`config.mk`:
```
export PLATFORM = sky130hd
export DESIGN_NAME = blend_segment_locate_unit
export DESIGN_NICKNAME = d
export VERILOG_FILES = /design/src/rtl/core/bsl_pkg.sv /design/src/rtl/core/bsl_frac_div.sv /design/src/rtl/core/blend_segment_locate_unit.sv
export SDC_FILE = /design/constraint.sdc
export NUM_CORES = 2
export LEC_CHECK = 0
export ABC_AREA = 1
export BUFFER_PORTS_ARGS = -buffer_cell sky130_fd_sc_hd__buf_2
export CORE_MARGIN = 3
export CORE_UTILIZATION = 45
export DETAILED_ROUTE_END_ITERATION = 16
export MAX_ROUTING_LAYER = met4
export PLACE_DENSITY_LB_ADDON = 0.12
export SLEW_MARGIN = 0
export SYNTH_ARGS = -nofsm -noshare
export SYNTH_HDL_FRONTEND = slang
export SYNTH_SLANG_ARGS = --single-unit
export TNS_END_PERCENT = 50
```
`constraint.sdc`:
```
create_clock -name i_clk -period 26.5 [get_ports i_clk]
set_input_delay 1.325 -clock i_clk [delete_from_list [all_inputs] [get_ports i_clk]]
set_output_delay 1.325 -clock i_clk [all_outputs]
set_load 0.01 [all_outputs]
```
`src/rtl/core/bsl_pkg.sv`:
```
// blend segment locate: shared widths, register indexes and pipeline metadata type
// no dependencies; imported by every module of the block
`default_nettype none

package bsl_pkg;

    localparam int MAX_ENTRIES = 8;
    localparam int NUM_THR     = 8;
    localparam int THR_PER_WORD = 4;
    localparam int VAL_W       = 16;
    localparam int IDX_W       = 3;
    localparam int CNT_W       = 4;
    localparam int FRAC_W      = 17;
    localparam int REM_W       = VAL_W + 1;
    localparam int CFG_W       = 64;
    localparam int CFG_IDX_W   = 2;

    typedef enum logic [CFG_IDX_W-1:0] {
        REG_ENTRY_COUNT = 2'd0,
        REG_THR_LOW     = 2'd1,
        REG_THR_HIGH    = 2'd2
    } t_cfg_reg;

    typedef struct packed {
        logic             valid_res;
        logic [IDX_W-1:0] lower;
        logic [IDX_W-1:0] upper;
        logic             zero_frac;
    } t_meta;

endpackage

`default_nettype wire

```
`src/rtl/core/bsl_frac_div.sv`:
```
// pipelined restoring divider: quotient (num << 16) / den, one quotient bit per stage
// depends on bsl_pkg; metadata travels alongside the quotient
`default_nettype none

module bsl_frac_div (
    input  logic                        i_clk,
    input  logic                        i_rst_n,
    input  logic                        i_en,
    input  logic                        i_vld,
    input  logic [bsl_pkg::VAL_W-1:0]   i_num,
    input  logic [bsl_pkg::VAL_W-1:0]   i_den,
    input  bsl_pkg::t_meta              i_meta,
    output logic                        o_vld,
    output logic [bsl_pkg::FRAC_W-1:0]  o_quot,
    output bsl_pkg::t_meta              o_meta
);
    import bsl_pkg::*;

    logic [REM_W-1:0]  r_p    [FRAC_W-1];
    logic [VAL_W-1:0]  r_den  [FRAC_W-1];
    logic [FRAC_W-1:0] r_q    [FRAC_W];
    t_meta             r_meta [FRAC_W];
    logic [FRAC_W-1:0] r_vld;

    for (genvar k = 0; k < FRAC_W; k++) begin : g_step
        logic [REM_W-1:0]  p_in;
        logic [VAL_W-1:0]  d_in;
        logic [FRAC_W-1:0] q_in;
        t_meta             m_in;
        logic              v_in;
        logic              ge;

        if (k == 0) begin : g_first
            assign p_in = {1'b0, i_num};
            assign d_in = i_den;
            assign q_in = '0;
            assign m_in = i_meta;
            assign v_in = i_vld;
        end else begin : g_next
            assign p_in = r_p[k-1];
            assign d_in = r_den[k-1];
            assign q_in = r_q[k-1];
            assign m_in = r_meta[k-1];
            assign v_in = r_vld[k-1];
        end

        assign ge  = (p_in >= {1'b0, d_in});

        always_ff @(posedge i_clk) begin
            if (!i_rst_n) begin
                r_vld[k] <= 1'b0;
            end else if (i_en) begin
                r_vld[k] <= v_in;
            end
        end

        always_ff @(posedge i_clk) begin
            if (i_en) begin
                r_q[k]    <= {q_in[FRAC_W-2:0], ge};
                r_meta[k] <= m_in;
            end
        end

        if (k < FRAC_W - 1) begin : g_carry
            logic [REM_W-1:0] rem;

            assign rem = p_in - (ge ? {1'b0, d_in} : {REM_W{1'b0}});

            always_ff @(posedge i_clk) begin
                if (i_en) begin
                    r_p[k]   <= rem << 1;
                    r_den[k] <= d_in;
                end
            end
        end
    end

    assign o_vld  = r_vld[FRAC_W-1];
    assign o_quot = r_q[FRAC_W-1];
    assign o_meta = r_meta[FRAC_W-1];

endmodule

`default_nettype wire

```
`src/rtl/core/blend_segment_locate_unit.sv`:
```
// blend segment locate top level: config registers, input stage, segment search, divider
// depends on bsl_pkg and bsl_frac_div
//
//  channel  | direction | handshake            | payload
//  input    | in        | i_valid / o_ready    | i_blend_value
//  output   | out       | o_valid / i_ready    | o_valid_res, o_lower_index, o_upper_index,
//           |           |                      | o_fraction
//  config   | in        | i_cfg_wr_en          | i_cfg_index, i_cfg_wdata
//
// one transaction per cycle while the output is not stalled; 19 register stages from input to o_valid:
// input register, segment search stage, 17 divider stages
// a stalled output freezes the whole pipeline; o_ready is low only then
// synchronous active-low reset clears valid bits and config registers
`default_nettype none

module blend_segment_locate_unit (
    input  logic                              i_clk,
    input  logic                              i_rst_n,
    input  logic                              i_valid,
    output logic                              o_ready,
    input  logic signed [bsl_pkg::VAL_W-1:0]  i_blend_value,
    output logic                              o_valid,
    input  logic                              i_ready,
    output logic                              o_valid_res,
    output logic [bsl_pkg::IDX_W-1:0]         o_lower_index,
    output logic [bsl_pkg::IDX_W-1:0]         o_upper_index,
    output logic [bsl_pkg::FRAC_W-1:0]        o_fraction,
    input  logic                              i_cfg_wr_en,
    input  logic [bsl_pkg::CFG_IDX_W-1:0]     i_cfg_index,
    input  logic [bsl_pkg::CFG_W-1:0]         i_cfg_wdata
);
    import bsl_pkg::*;

    logic [CNT_W-1:0]        r_entry_count;
    logic [CFG_W-1:0]        r_thr_low;
    logic [CFG_W-1:0]        r_thr_high;

    logic                    en;
    logic                    r_in_vld;
    logic signed [VAL_W-1:0] r_in_value;

    logic signed [VAL_W-1:0] thr [NUM_THR];
    logic [CNT_W-1:0]        cnt_lim;
    t_meta                   n_meta;
    logic [VAL_W-1:0]        n_num;
    logic [VAL_W-1:0]        n_den;

    logic                    r_cmp_vld;
    logic [VAL_W-1:0]        r_num;
    logic [VAL_W-1:0]        r_den;
    t_meta                   r_meta;

    logic                    div_vld;
    logic [FRAC_W-1:0]       div_quot;
    t_meta                   div_meta;

    // config registers
    always_ff @(posedge i_clk) begin
        if (!i_rst_n) begin
            r_entry_count <= '0;
            r_thr_low     <= '0;
            r_thr_high    <= '0;
        end else if (i_cfg_wr_en) begin
            case (i_cfg_index)
                REG_ENTRY_COUNT: r_entry_count <= i_cfg_wdata[CNT_W-1:0];
                REG_THR_LOW:     r_thr_low     <= i_cfg_wdata;
                REG_THR_HIGH:    r_thr_high    <= i_cfg_wdata;
                default: ;
            endcase
        end
    end

    assign en      = !(o_valid && !i_ready);
    assign o_ready = en;

    // input stage
    always_ff @(posedge i_clk) begin
        if (!i_rst_n) begin
            r_in_vld <= 1'b0;
        end else if (en) begin
            r_in_vld <= i_valid;
        end
    end

    always_ff @(posedge i_clk) begin
        if (en) begin
            r_in_value <= i_blend_value;
        end
    end

    always_comb begin
        for (int i = 0; i < THR_PER_WORD; i++) begin
            thr[i]                = r_thr_low[i*VAL_W +: VAL_W];
            thr[i + THR_PER_WORD] = r_thr_high[i*VAL_W +: VAL_W];
        end
    end

    assign cnt_lim = (r_entry_count > CNT_W'(MAX_ENTRIES)) ? CNT_W'(MAX_ENTRIES) : r_entry_count;

    // segment search: first enclosing pair wins
    always_comb begin
        logic                    found;
        logic [IDX_W-1:0]        sel;
        logic [IDX_W-1:0]        sel_up;
        logic signed [VAL_W-1:0] a;
        logic signed [VAL_W-1:0] b;

        found = 1'b0;
        sel   = '0;
        for (int i = 0; i < MAX_ENTRIES - 1; i++) begin
            if (!found && (CNT_W'(i + 1) < cnt_lim)
                    && (r_in_value >= thr[i]) && (r_in_value <= thr[i+1])) begin
                found = 1'b1;
                sel   = IDX_W'(i);
            end
        end
        sel_up   = sel + IDX_W'(1);
        a        = thr[sel];
        b        = thr[sel_up];
        n_num    = r_in_value - a;
        n_den    = b - a;

        n_meta.valid_res = (cnt_lim != '0);
        n_meta.zero_frac = !(found && (b > a));
        n_meta.lower     = '0;
        n_meta.upper     = '0;
        if (found) begin
            n_meta.lower = sel;
            n_meta.upper = sel_up;
        end else if ((cnt_lim >= CNT_W'(2)) && (r_in_value > thr[0])) begin
            n_meta.lower = IDX_W'(cnt_lim - CNT_W'(1));
            n_meta.upper = IDX_W'(cnt_lim - CNT_W'(1));
        end
    end

    always_ff @(posedge i_clk) begin
        if (!i_rst_n) begin
            r_cmp_vld <= 1'b0;
        end else if (en) begin
            r_cmp_vld <= r_in_vld;
        end
    end

    always_ff @(posedge i_clk) begin
        if (en) begin
            r_num  <= n_num;
            r_den  <= n_den;
            r_meta <= n_meta;
        end
    end

    bsl_frac_div u_div (
        .i_clk   (i_clk),
        .i_rst_n (i_rst_n),
        .i_en    (en),
        .i_vld   (r_cmp_vld),
        .i_num   (r_num),
        .i_den   (r_den),
        .i_meta  (r_meta),
        .o_vld   (div_vld),
        .o_quot  (div_quot),
        .o_meta  (div_meta)
    );

    assign o_valid       = div_vld;
    assign o_valid_res   = div_meta.valid_res;
    assign o_lower_index = div_meta.lower;
    assign o_upper_index = div_meta.upper;
    assign o_fraction    = div_meta.zero_frac ? {FRAC_W{1'b0}} : div_quot;

endmodule

`default_nettype wire

```
# ---- Word level (Yosys, flattened, before mapping)
# Memories as Yosys holds them, arrays and structs flattened.
# Index checks and enable logic that the tools add are counted.
dict set report word_totals {
  register_bits 207
  in_bits 87
  wordCells 178
  memories 4
  mem_bits_rw 937
  out_inout_bits 26
}
dict set report classes {
  n_mux 40
  n_eq_ne 2
  n_lt_le_gt_ge 44
  add_sub_neg 20
  bitwise_logic 2
  reduce_logical 37
}
# memory words word_bits rd rd_ports_with_merged_regs wr line
set memory_table {}
lappend memory_table {u_div.r_q 17 17 17 0 17 bsl_frac_div.sv:21} ;# logic [FRAC_W-1:0] r_q [FRAC_W];
lappend memory_table {u_div.r_den 16 16 16 0 16 bsl_frac_div.sv:20} ;# logic [VAL_W-1:0] r_den [FRAC_W-1];
lappend memory_table {u_div.r_p 16 16 16 0 16 bsl_frac_div.sv:19} ;# logic [REM_W-1:0] r_p [FRAC_W-1];
lappend memory_table {u_div.r_meta 17 8 17 0 17 bsl_frac_div.sv:22} ;# t_meta r_meta [FRAC_W];
# cell count
set ops {}
lappend ops {{two-way mux 16 bit} 20}
lappend ops {{subtractor 16 bit} 18}
lappend ops {{>= comparator 17 x 16 -> 1 bit} 16}
lappend ops {{>= comparator 16 bit} 8}
lappend ops {{less-or-equal comparator 16 bit} 7}
lappend ops {{binary-select mux 16 bit (select 3 bit)} 2}
lappend ops {{greater-than comparator 16 bit} 2}
lappend ops {{logical AND 1 bit} 23}
lappend ops {{two-way mux 17 bit} 1}
lappend ops {{less-than comparator 3 x 4 -> 1 bit (first input constant)} 4}
lappend ops {{two-way mux 3 bit} 5}
lappend ops {{two-way mux 6 bit} 2}
lappend ops {{logical NOT 1 bit} 9}
lappend ops {{two-way mux 1 bit} 9}
lappend ops {{>= comparator 4 bit (second input constant)} 2}
lappend ops {{less-than comparator 2 x 4 -> 1 bit (first input constant)} 2}
lappend ops {{NOT 3 -> 4 bit} 2}
lappend ops {{AND reduction 2 bit} 3}
lappend ops {{>= comparator 4 x 2 -> 1 bit (second input constant)} 1}
lappend ops {{greater-than comparator 4 bit (second input constant)} 1}
lappend ops {{less-than comparator 1 x 4 -> 1 bit (first input constant)} 1}
lappend ops {{two-way mux 4 bit} 1}
lappend ops {{nonzero test 4 bit} 1}
lappend ops {{adder 3 x 1 -> 3 bit (second input constant)} 1}
lappend ops {{4 further kinds} 4}

# ---- Longest topological paths before layout
dict set report logic_depth {
  ltp_word 44
  ltp_mapped 44
  ltp_nobuf 40
}

# ---- Cells and area by module
# A second synthesis with hierarchy kept.
dict set report hier_totals {
  cells_unflattened 6135
  hier_area_um2 57998.1
}
# module area_per_inst_um2 cells_each seq_area_each_um2 instances
set by_module_without_submodules {}
lappend by_module_without_submodules {bsl_frac_div 44436.4 4264 24393.4 1}
lappend by_module_without_submodules {blend_segment_locate_unit 13561.8 1871 4364.2 1}

# ---- Worst setup path before layout
# OpenSTA, ideal clock, no wires.
dict set report synth_timing {
  kind {input port to flip-flop}
  start {input i_ready}
  end {register r_den[0], enable pin}
  required_time_ns 24.942
  n_path_buf 2
  setup_slack_ns -0.024
  path_stages 4
  t_arrival_ns 24.965
  setup_time_ns 1.558
  cell_sequence {nor2_1 > clkbuf_1 > clkinv_1 > clkbuf_1}
}
dict set report synth_via {
  elab_chain_len 2
}
# item line
set synth_rtl {}
lappend synth_rtl {{start, declared} blend_segment_locate_unit.sv:23} ;# input logic i_ready,
lappend synth_rtl {{logical NOT 1 bit} blend_segment_locate_unit.sv:73} ;# assign en = !(o_valid && !i_ready);
lappend synth_rtl {{logical AND 1 bit} blend_segment_locate_unit.sv:73}
lappend synth_rtl {{end signal, assigned} blend_segment_locate_unit.sv:147} ;# r_den <= n_den;
lappend synth_rtl {{end, declared} blend_segment_locate_unit.sv:50} ;# logic [VAL_W-1:0] r_den;
# Every way passes these cells.
# A chain may end at the register's enable or synchronous reset.

# ---- Worst setup path after layout
dict set report layout_timing {
  start {register r_in_value[15]}
  end {register r_den[15] (data pin)}
}
dict set report layout_via {
  elab_chain_len 40
  elab_cells_between_ends 62
  cone_classes {2 x add/sub; 14 x order compare; 18 x mux; 2 x bitwise; 26 x reduce/logical}
}
# item line
set layout_rtl {}
lappend layout_rtl {{start, declared} blend_segment_locate_unit.sv:40} ;# logic signed [VAL_W-1:0] r_in_value;
lappend layout_rtl {{start signal, assigned} blend_segment_locate_unit.sv:87} ;# r_in_value <= i_blend_value;
lappend layout_rtl {{>= comparator 16 bit} blend_segment_locate_unit.sv:112} ;# && (r_in_value >= thr[i]) && (r_in_value <= thr[i+1])) begin
lappend layout_rtl {{logical AND 1 bit (2 in series)} blend_segment_locate_unit.sv:112}
lappend layout_rtl {{two-way mux 1 bit} blend_segment_locate_unit.sv:111} ;# if (!found && (CNT_W'(i + 1) < cnt_lim)
lappend layout_rtl {{logical NOT 1 bit} blend_segment_locate_unit.sv:111}
lappend layout_rtl {{logical AND 1 bit} blend_segment_locate_unit.sv:111}
lappend layout_rtl {{logical AND 1 bit (2 in series)} blend_segment_locate_unit.sv:112}
lappend layout_rtl {{two-way mux 1 bit} blend_segment_locate_unit.sv:111}
lappend layout_rtl {{logical NOT 1 bit} blend_segment_locate_unit.sv:111}
lappend layout_rtl {{[... 21 more ...]} --}
lappend layout_rtl {{logical AND 1 bit (2 in series)} blend_segment_locate_unit.sv:112}
lappend layout_rtl {{two-way mux 3 bit *} blend_segment_locate_unit.sv:111}
lappend layout_rtl {{adder 3 x 1 -> 3 bit} blend_segment_locate_unit.sv:117} ;# sel_up = sel + IDX_W'(1);
lappend layout_rtl {{NOT 3 -> 4 bit (implied by the code)} blend_segment_locate_unit.sv:119} ;# b = thr[sel_up];
lappend layout_rtl {{binary-select mux 16 bit (select 3 bit)} blend_segment_locate_unit.sv:119}
lappend layout_rtl {{two-way mux 16 bit (implied by the code) (2 in series)} blend_segment_locate_unit.sv:119}
lappend layout_rtl {{subtractor 16 bit *} blend_segment_locate_unit.sv:121} ;# n_den = b - a;
lappend layout_rtl {{named net n_den[15]} blend_segment_locate_unit.sv:46} ;# logic [VAL_W-1:0] n_den;
# The timed path passes the listed nets; every way through them passes the cells marked *. The select of a mux whose other input is x is not followed.

==> results by group <==
Status
  • Status: completed

Floorplan
  • Die area: 0.1277 mm2
  • Initial Util: 45.47%
  • Die height: 357.4 um
  • Core area: 0.1222 mm2
  • Row cnt: 128
  • # IOs: 113
  • Chip width: 357.4 um

Critical path
  • CP max stage delay: 590 ps
  • Worst-path maximum fanout: 95
  • Crit-path most repeated cell: nand2_1
  • Critical path launch point type: flip-flop
  • Critical path endpoint category: flip-flop
  • CP max stage cell: edfxtp_1
  • Critical Path RT: 26,950 ps
  • WS Path Type: reg -> reg
  • Worst EP arrival: 7820 ps

Route
  • Final ANT Viol Nets: 0
  • Vias: 37,871
  • First-pass detailed-route iteration total: 5
  • Vias per cell: 5.153
  • Initial DRC count: 2,218
  • Detailed-route DRC error count: 0
  • WL final: 131,500 um
  • Routed length per placed instance: 17.88 um

Timing
  • Setup TNS: 0 ps
  • Hold Violations, Final: 0
  • Final setup violation count: 0
  • RSZ-0062 raised after global routing: no
  • Worst rel slew slack: 32.90%
  • Clock Skew: 26.14 ps
  • Slew Viols, Final: 0
  • Final period util: 27.81%
  • Hold WS: 406.6 ps
  • F_max: 135.7 MHz
  • Tightest Pin Transition: 1006 ps
  • Min Tclk post-route: 7369 ps

Layout
  • Commonest cells after routing, fill and taps aside: nand2_1 (923), edfxtp_1 (857), inv_1 (719), ha_1 (643), a21oi_1 (629)
  • Post-layout util: 50.43%
  • Ratio of cells with drive above 1 in the final layout: 5.994%
  • Fin cells: 7,350
  • Area growth syn-to-layout: 10.92%
  • Post-route cell area: 0.06163 mm2
  • Most common library cell in the layout ignoring fill and taps: nand2_1
  • Net count of the finished layout: 6,379

Synthesis
  • Largest family of logic cells by synthesized area: adder cells
  • Cells after Synth: 5,491
  • Register area share after synthesis: 51.76%
  • Post-synth top area share: 46.32%
  • Avg Synthesized Cell Area: 10.12 um2
  • Library cells used by synthesis: 55
  • Flops & latches, synth: 1,008
  • Post-synthesis xor/xnor area fraction: 4.211%
  • Synth Area in Adders: 15.15%
  • Synth warnings: 0
  • Synth async-reset ratio: 0%
  • Top cell type by total area after synthesis: edfxtp_1
  • EDFF count, synth: 857
  • Synth Cell Area: 0.05556 mm2
  • Post-synthesis compound-gate area fraction: 11.98%
  • Synth Area in Simple Gates: 10.94%
  • Synthesized net count: 6,240
  • Main area contributors after synthesis: edfxtp_1 (46%), ha_1 (15%), nand2_1 (6.2%)
  • Mux contribution to synthesized area: 0%
  • Synth Flop Type: edfxtp_1

Clock tree
  • CTS Sinks: 1,008
  • Clock Pin Slew Worst Setup and Hold Paths: 60 ps
  • CTS tree: yes
  • Hold buffers post-CTS: 0
  • Cts bufs inserted: 110
  • CTS Buffer Depth: 3
  • H-tree levels: 3
  • Post-cts resize count: 0
  • Setup Buffers After CTS: 0
  • Root Driver: clkbuf_16
  • Worst skew pair latency: 720 ps

Global routing
  • Met1 Track Usage GR: 24.95%
  • First-pass GRT wire length: 205,500 um
  • GR Overflow Total: 0
  • Vias in the first global route: 36,532
  • Gr busiest metal: met2
  • Met2 usage: 37.62%
  • Grt met3 use: 2.738%
  • Total GRT Usage: 21.20%
  • Largest net degree at the start of global routing: 168
  • Initial antenna violation count: 0

Power and ir drop
  • Pwr Density: 152.3 mW/mm2
  • VDD IR max: 83.42 uV
  • Leakage: 27.28 nW

Placement
  • IO buf count: 112
  • Routability congestion estimate: 0.9386
  • Placed insts: 7,143
  • Placed cell area: 0.05786 mm2
  • Placed wire-length estimate: 98,590 um

Min path
  • Hold Path Class: reg -> reg

Run
  • Max-Cap Viols: 0
==> path summary, 6_finish.rpt <==
path	startpoint	endpoint	slack [ps]	cells past startpoint
worst min register to register	u_div.r_meta[0][121]	u_div.r_meta[0][129]	410	0
worst min-delay path	u_div.r_meta[0][121]	u_div.r_meta[0][129]	410	0
worst max register to register	r_in_value[15]	r_den[15]	19130	35
worst max-delay path	r_in_value[15]	r_den[15]	19130	35
==> critical path, delay by kind of cell, from the launching register on <==
family | cells | cell delay [ps]
AOI/OAI and AO/OA | 10 | 2140
xor gates and xnor gates | 1 | 90
adders and majority gates | 3 | 1220
buffers and inverters | 4 | 850
DFF | 1 | 590
and+or+nand+nor | 17 | 2160
==> stage by stage <==
step,worst slack (ps),total power [mW]
after detailed placement,19240,7.865
after CTS,19250,9.511
after global placement,19380,7.797
after floorplan,12670,6.648
final,19130,9.388
after global routing,18470,10.32
==> routing by layer <==
layer  routed length (um)  vias to the layer above
met4                 4350                        0
met2                66910                      583
met1                56080                    17693
li1                     -                    19367
met3                 4118                      228
met5                    0                        -
==> layout make-up <==
cell class                 count  area, um2
antenna                        3      7.507
fill                       11117      60570
clock buffer                 141       3004
inverter                     722       2720
multi-input combinational   3646      23550
tap                         1625       2033
clock inverter                63      753.2
timing repair buffer         142      800.8
sequential                  1008      28760
==> cells by family after synthesis <==
family	count (synthesis)
AOI/OAI and AO/OA	1250
xor gates and xnor gates	265
adders and majority gates	662
buffers and inverters	837
DFF	1008
and+or+nand+nor	1469
==> sequential cells by signal, indices dropped and copies added (netlist names), 16 cells and up <==
signal	count
u_div.r_meta	136
r_in_value	16
r_num	16
u_div.r_q	153
r_thr_high	64
r_den	16
u_div.r_p	256
r_thr_low	64
u_div.r_den	256
u_div.g_step.v_in	16
==> report_power, final <==
part / switching [mW] / internal [mW]
clock network: 0.632 / 0.946
registers: 0.453 / 2.81
logic: 2.71 / 1.84
==> synth_stat cells, drive strengths merged, types with 22 or more instances <==
cell type,count
a21oi,636
xor2,195
dfxtp,151
o21ai,474
inv,721
ha,644
buf,45
edfxtp,857
nand2,929
a211oi,28
nor2,246
xnor2,70
nand4,46
nand3,179
clkbuf,70
o211ai,22
nor3,39
No activity file was read; power rests on OpenSTA's default activity.
